==> src/rtl/core/crtn_pkg.sv <==
// ----------------------------------------------------------------------------
// crtn_pkg: shared types and constants
// Widths, codes and table and divider port structures of the cumulative rate table core.
// ----------------------------------------------------------------------------
package crtn_pkg;

   localparam int NUM_LEVELS = 1024;
   localparam int NUM_MECH   = 8;
   localparam int LEVEL_W    = $clog2(NUM_LEVELS);
   localparam int MECH_W     = $clog2(NUM_MECH);
   localparam int ADDR_W     = LEVEL_W + MECH_W;
   localparam int CNT_W      = 4;
   localparam int RATE_W     = 32;
   localparam int SUM_W      = 35;
   localparam int PERIOD_W   = 48;
   localparam int NORM_W     = 17;
   localparam int FRAC_W     = 16;
   localparam int DVD_W      = SUM_W + FRAC_W;
   localparam int DIVCNT_W   = $clog2(DVD_W + 1);
   localparam int PADDR_W    = 4;
   localparam int PDATA_W    = 64;

   localparam logic [CNT_W-1:0] MECH_MAX = CNT_W'(NUM_MECH);

   typedef enum logic [1:0] {
      MODE_WRITE = 2'd0,
      MODE_FIN   = 2'd1,
      MODE_READ  = 2'd2,
      MODE_NONE  = 2'd3
   } mode_type;

   typedef enum logic [1:0] {
      ERR_OK      = 2'd0,
      ERR_ZERO    = 2'd1,
      ERR_MECH    = 2'd2,
      ERR_NOT_FIN = 2'd3
   } err_type;

   typedef enum logic {
      CSR_MECH_COUNT     = 1'b0,
      CSR_DEFAULT_PERIOD = 1'b1
   } csr_type;

   typedef struct packed {
      logic              we;
      logic [ADDR_W-1:0] waddr;
      logic [SUM_W-1:0]  wdata;
      logic              re;
      logic [ADDR_W-1:0] raddr;
   } tbl_req_type;

   typedef struct packed {
      logic             start;
      logic [DVD_W-1:0] dividend;
      logic [SUM_W-1:0] divisor;
   } div_req_type;

   typedef struct packed {
      logic             done;
      logic [DVD_W-1:0] quotient;
   } div_rsp_type;

endpackage

==> src/rtl/core/crtn_div.sv <==
// ----------------------------------------------------------------------------
// crtn_div: restoring divider
// One quotient bit per cycle; done pulses after DVD_W steps.
// ----------------------------------------------------------------------------
module crtn_div
   import crtn_pkg::*;
(
   input  logic        clock,
   input  logic        reset,
   input  div_req_type div_req,
   output div_rsp_type div_rsp
);
   logic [SUM_W-1:0]    rem_ff, rem_in;
   logic [DVD_W-1:0]    quo_ff, quo_in;
   logic [SUM_W-1:0]    dsr_ff, dsr_in;
   logic [DIVCNT_W-1:0] cnt_ff, cnt_in;
   logic                busy_ff, busy_in;
   logic                done_ff, done_in;
   logic [SUM_W:0]      trial;
   logic [SUM_W:0]      diff;

   always_comb begin
      trial   = {rem_ff, quo_ff[DVD_W-1]};
      diff    = trial - {1'b0, dsr_ff};
      rem_in  = rem_ff;
      quo_in  = quo_ff;
      dsr_in  = dsr_ff;
      cnt_in  = cnt_ff;
      busy_in = busy_ff;
      done_in = 1'b0;
      if (div_req.start) begin
         rem_in  = '0;
         quo_in  = div_req.dividend;
         dsr_in  = div_req.divisor;
         cnt_in  = '0;
         busy_in = 1'b1;
      end else if (busy_ff) begin
         // shift in next dividend bit, subtract when it fits
         if (trial >= {1'b0, dsr_ff}) begin
            rem_in = diff[SUM_W-1:0];
            quo_in = {quo_ff[DVD_W-2:0], 1'b1};
         end else begin
            rem_in = trial[SUM_W-1:0];
            quo_in = {quo_ff[DVD_W-2:0], 1'b0};
         end
         cnt_in = cnt_ff + 1'b1;
         if (cnt_ff == DIVCNT_W'(DVD_W - 1)) begin
            busy_in = 1'b0;
            done_in = 1'b1;
         end
      end
   end

   always_ff @(posedge clock) begin
      if (reset) begin
         busy_ff <= 1'b0;
         done_ff <= 1'b0;
         cnt_ff  <= '0;
      end else begin
         busy_ff <= busy_in;
         done_ff <= done_in;
         cnt_ff  <= cnt_in;
      end
      rem_ff <= rem_in;
      quo_ff <= quo_in;
      dsr_ff <= dsr_in;
   end

   assign div_rsp.done     = done_ff;
   assign div_rsp.quotient = quo_ff;
endmodule

==> config.mk <==
export PLATFORM = sky130hd
export DESIGN_NAME = crtn_div
export DESIGN_NICKNAME = d
export VERILOG_FILES = /design/src/rtl/core/crtn_pkg.sv /design/src/rtl/core/crtn_div.sv
export SDC_FILE = /design/constraint.sdc
export NUM_CORES = 1
export LEC_CHECK = 0
export BUFFER_PORTS_ARGS = -buffer_cell sky130_fd_sc_hd__buf_2
export CORE_AREA = 2 2 123 137
export CTS_BUF_LIST = sky130_fd_sc_hd__clkbuf_16
export CTS_CLUSTER_DIAMETER = 50
export DETAILED_ROUTE_END_ITERATION = 7
export DIE_AREA = 0 0 125 139
export PLACE_DENSITY_LB_ADDON = 0.12
export SLEW_MARGIN = 20
export SYNTH_ARGS = -nofsm -noshare
export SYNTH_HDL_FRONTEND = slang
export SYNTH_SLANG_ARGS = --single-unit
export TNS_END_PERCENT = 5
==> constraint.sdc <==
create_clock -name clock -period 3 [get_ports clock]
set_clock_uncertainty 0.05 [all_clocks]
set_input_delay 0.6 -clock clock [delete_from_list [all_inputs] [get_ports clock]]
set_output_delay 0.6 -clock clock [all_outputs]
set_load 0.02 [all_outputs]
==> summary.md <==
| Metric | Value |
|---|---|
| Nets in the synthesized netlist | 794 |
| Synth-to-Final Area Change | 20.70% |
| Period Utilization, post-route | 94.55% |
| Register-to-register setup slack | 160 ps |
| Setup Buffers After CTS | 0 |
| Library cell with the largest summed area after synthesis | sky130_fd_sc_hd__edfxtp_1 |
| Final hold slack | 301.9 ps |
| Maximum fanout encountered on the critical timing path | 33 |
| Proportion of synthesized chip area in sequential cells | 48.57% |
| Number of antenna violations at the first check in global routing | 0 |
| RSZ-0062 raised after global routing | true |
| Average via count per standard cell | 5.334 |
| Most frequent standard cell in the layout excluding fill and tap cells | sky130_fd_sc_hd__buf_2 |
| Arrival time worst endpoint | 2950 ps |
| Total power draw | 0.004945 W |
| Post-detailed-route DRC marker count | 0 |
| Insertion delay to the later sink of the worst-skew pair | 420 ps |
| Most used flip-flop cell after synthesis | sky130_fd_sc_hd__edfxtp_1 |
| Max-cap violations | 0 |
| Startpoint of the most critical register-to-register path | dsr_ff[17] |
| Placement Rows | 49 |
| Class of the tightest hold or removal check | in2reg |
| Required time of the worst setup path | 3110 ps |
| Count of buffers from port buffering | 140 |
| Worst VDD drop | 0.0003885 V |
| CP Launch Type | flop |
| First DRT Iteration DRCs | 336 |
| Antenna Diode Count | 0 |
| Clock sink count | 129 |
| Number of enable-type register cells in the synthesized netlist | 86 |
| TritonCTS clock tree | yes |
| Reg clk slew, reported paths | 60 ps |
| Power per cell area | 577.9 nW/um2 |
| Full die area | 17,380 um2 |
| Starting density of the core | 44.13% |
| CTS root buffer | sky130_fd_sc_hd__clkbuf_16 |
| Maximum number of buffers from clock root to sink | 2 |
| Weighted congestion at the end of routability-driven global placement | 0.8424 |
| Via count | 5,446 |
| Final-report hold violation count | 0 |
| Half-perimeter wire length after detailed placement | 11,140 um |
| Fmax | 0.3525 GHz |
| Top Ports | 141 |
| Fraction of final layout cells with drive strength greater than 1 | 30.35% |
| Number of buffers inserted during clock tree synthesis | 17 |
| Post-layout net count | 931 |
| Largest net degree at the start of global routing | 68 |
| Cell count after synthesis | 667 |
| Leakage Power | 3.506 nW |
| Endpoint of the most critical register-to-register path | quo_ff[0] |
| Share of the synthesized area in the top cell type | 36.43% |
| Wire length of the first global-routing pass | 26,430 um |
| Count of instances resized after the clock tree is built | 0 |
| Number of synthesized register bits | 129 |
| Overall die width | 125 um |
| Number of buffers inserted by hold repair at cts | 0 |
| Critical Path End Type | flop |
| Worst Hold Path Cells | 1 |
| Hold path startpoint | div_req[18] |
| TNS Setup | 0 ps |
| Total setup violations reported at the end of the flow | 0 |
| Average wire per cell in the routed design | 15.34 um |
| Final global-route overflow total | 0 |
| Iteration count of the initial detailed-routing pass | 6 |
| Total Wirelength | 15,660 um |
| Commonest non-fill, non-tap cells in the layout | 139 x sky130_fd_sc_hd__buf_2, 86 x sky130_fd_sc_hd__edfxtp_1, 56 x sky130_fd_sc_hd__a21oi_1 |
| Warnings, synthesis | 0 |
| Worst setup path category | reg2reg |
| Die height | 139 um |
| Post-layout min period | 2837 ps |
| Post-synth cell types | 53 |
| Top cells by area in the synthesized netlist | sky130_fd_sc_hd__edfxtp_1 36%, sky130_fd_sc_hd__dfxtp_1 12%, sky130_fd_sc_hd__mux2_2 8.1% |
| Number of global-route vias before repair | 5,596 |
| Slew margin rel. | 54.83% |
| Count of final max-slew check failures | 0 |
| Async set or reset register ratio after synthesis | 0% |
| Global-route usage over all layers | 18.46% |
| Outcome | complete, no violations |
| Worst-case hold path end point | dsr_ff[18] |
| Average footprint of a synthesized cell | 10.63 um2 |
| Area of the core | 16,060 um2 |
| CTS H-Tree Depth | 4 |
| Reg2Reg Depth | 10 |
| Worst Tran Pin Value | 677.6 ps |
| Final ANT Viol Nets | 0 |
| Mapped cell area | 7089 um2 |
## sequential cells by signal, indices dropped and copies added (netlist names)
signal and flops:
dsr_ff 35, cnt_ff 6, done_ff 1, busy_ff 1, rem_ff 35, quo_ff 51
## cell families (layout without fill, tap and decap cells)
family	after synthesis	after routing	share of synthesized area (%)
xor+xnor	37	37	4.571
fa+ha+maj	38	38	6.813
mux	70	70	10.78
buf+inv	82	232	4.977
compound gates	166	166	14.79
flops	129	129	48.57
simple gates	145	145	9.495
## routing by layer
metal	GRT usage, %	part of all wire (%)	vias to the layer above	wire (um)
met5	0	0	-	0
met4	7.076	1.5	0	231
met3	6.057	6.0	21	940
met2	31.84	49	134	7753
met1	21.29	43	2581	6737
li1	-	-	2710	-
## power by group
group	internal (W)	total (W)	leakage, nW	switching [W]
registers	0.00207	0.00214	1.21	0.0000709
logic	0.000395	0.000946	2.04	0.000551
clock network	0.00106	0.00186	0.256	0.000804
## how the worst max path moves through the flow
stage | from | depth (start not counted) | to
2_1_floorplan | quo_ff[50] | 12 | rem_ff[12]
3_3_place_gp | quo_ff[50] | 12 | rem_ff[22]
3_5_place_dp | quo_ff[50] | 12 | rem_ff[22]
4_1_cts | quo_ff[50] | 12 | rem_ff[22]
5_1_grt | dsr_ff[3] | 11 | rem_ff[23]
6_report | dsr_ff[17] | 10 | quo_ff[0]
## area by class of cell
cell class                      instances  area [um2]
Clock buffer                           17       425.4
Clock inverter                         15       108.9
Fill cell                            1471        7506
Inverter                               49       183.9
Multi-Input combinational cell        456        3312
Sequential cell                       129        3445
Tap cell                              204       255.2
Timing Repair Buffer                  151       827.0
## worst max-delay path: stages (launching register included)
cell,delay (ps)
sky130_fd_sc_hd__edfxtp_1,330
sky130_fd_sc_hd__inv_1,40
sky130_fd_sc_hd__ha_1,360
sky130_fd_sc_hd__a21oi_1,300
sky130_fd_sc_hd__o211ai_1,140
sky130_fd_sc_hd__a21bo_2,230
sky130_fd_sc_hd__o21a_1,200
sky130_fd_sc_hd__nor4_2,330
sky130_fd_sc_hd__o21ai_4,100
sky130_fd_sc_hd__buf_12,200
sky130_fd_sc_hd__mux2_2,270
## cell usage after synthesis (6+ instances only)
cell type / instances
sky130_fd_sc_hd__o211ai_1: 7
sky130_fd_sc_hd__a21o_1: 6
sky130_fd_sc_hd__inv_1: 49
sky130_fd_sc_hd__nand4_1: 11
sky130_fd_sc_hd__xor2_1: 16
sky130_fd_sc_hd__mux2i_1: 19
sky130_fd_sc_hd__nor2_1: 47
sky130_fd_sc_hd__ha_1: 37
sky130_fd_sc_hd__o21ai_0: 36
sky130_fd_sc_hd__a211oi_1: 27
sky130_fd_sc_hd__dfxtp_1: 43
sky130_fd_sc_hd__xnor2_1: 21
sky130_fd_sc_hd__a21oi_1: 56
sky130_fd_sc_hd__nand2b_1: 7
sky130_fd_sc_hd__clkbuf_1: 20
sky130_fd_sc_hd__nor3_1: 13
sky130_fd_sc_hd__edfxtp_1: 86
sky130_fd_sc_hd__nand2_1: 43
sky130_fd_sc_hd__mux2_2: 51
## metrics by stage
| stage | worst slack (ps) | utilization [%] | cell area (um2) | std cells |
|---|---|---|---|---|
| floorplan | 197.2 | - | 7089 | 667 |
| global placement | 88.30 | 49.81 | 8000 | 989 |
| detailed placement | -3.663 | 49.81 | 8000 | 989 |
| CTS | 4.863 | 53.13 | 8534 | 1021 |
| global route | 1.079 | 53.27 | 8557 | 1021 |
| finish | 163.4 | 53.27 | 8557 | 1021 |
Note: power is estimated with default switching activity, not from simulation.
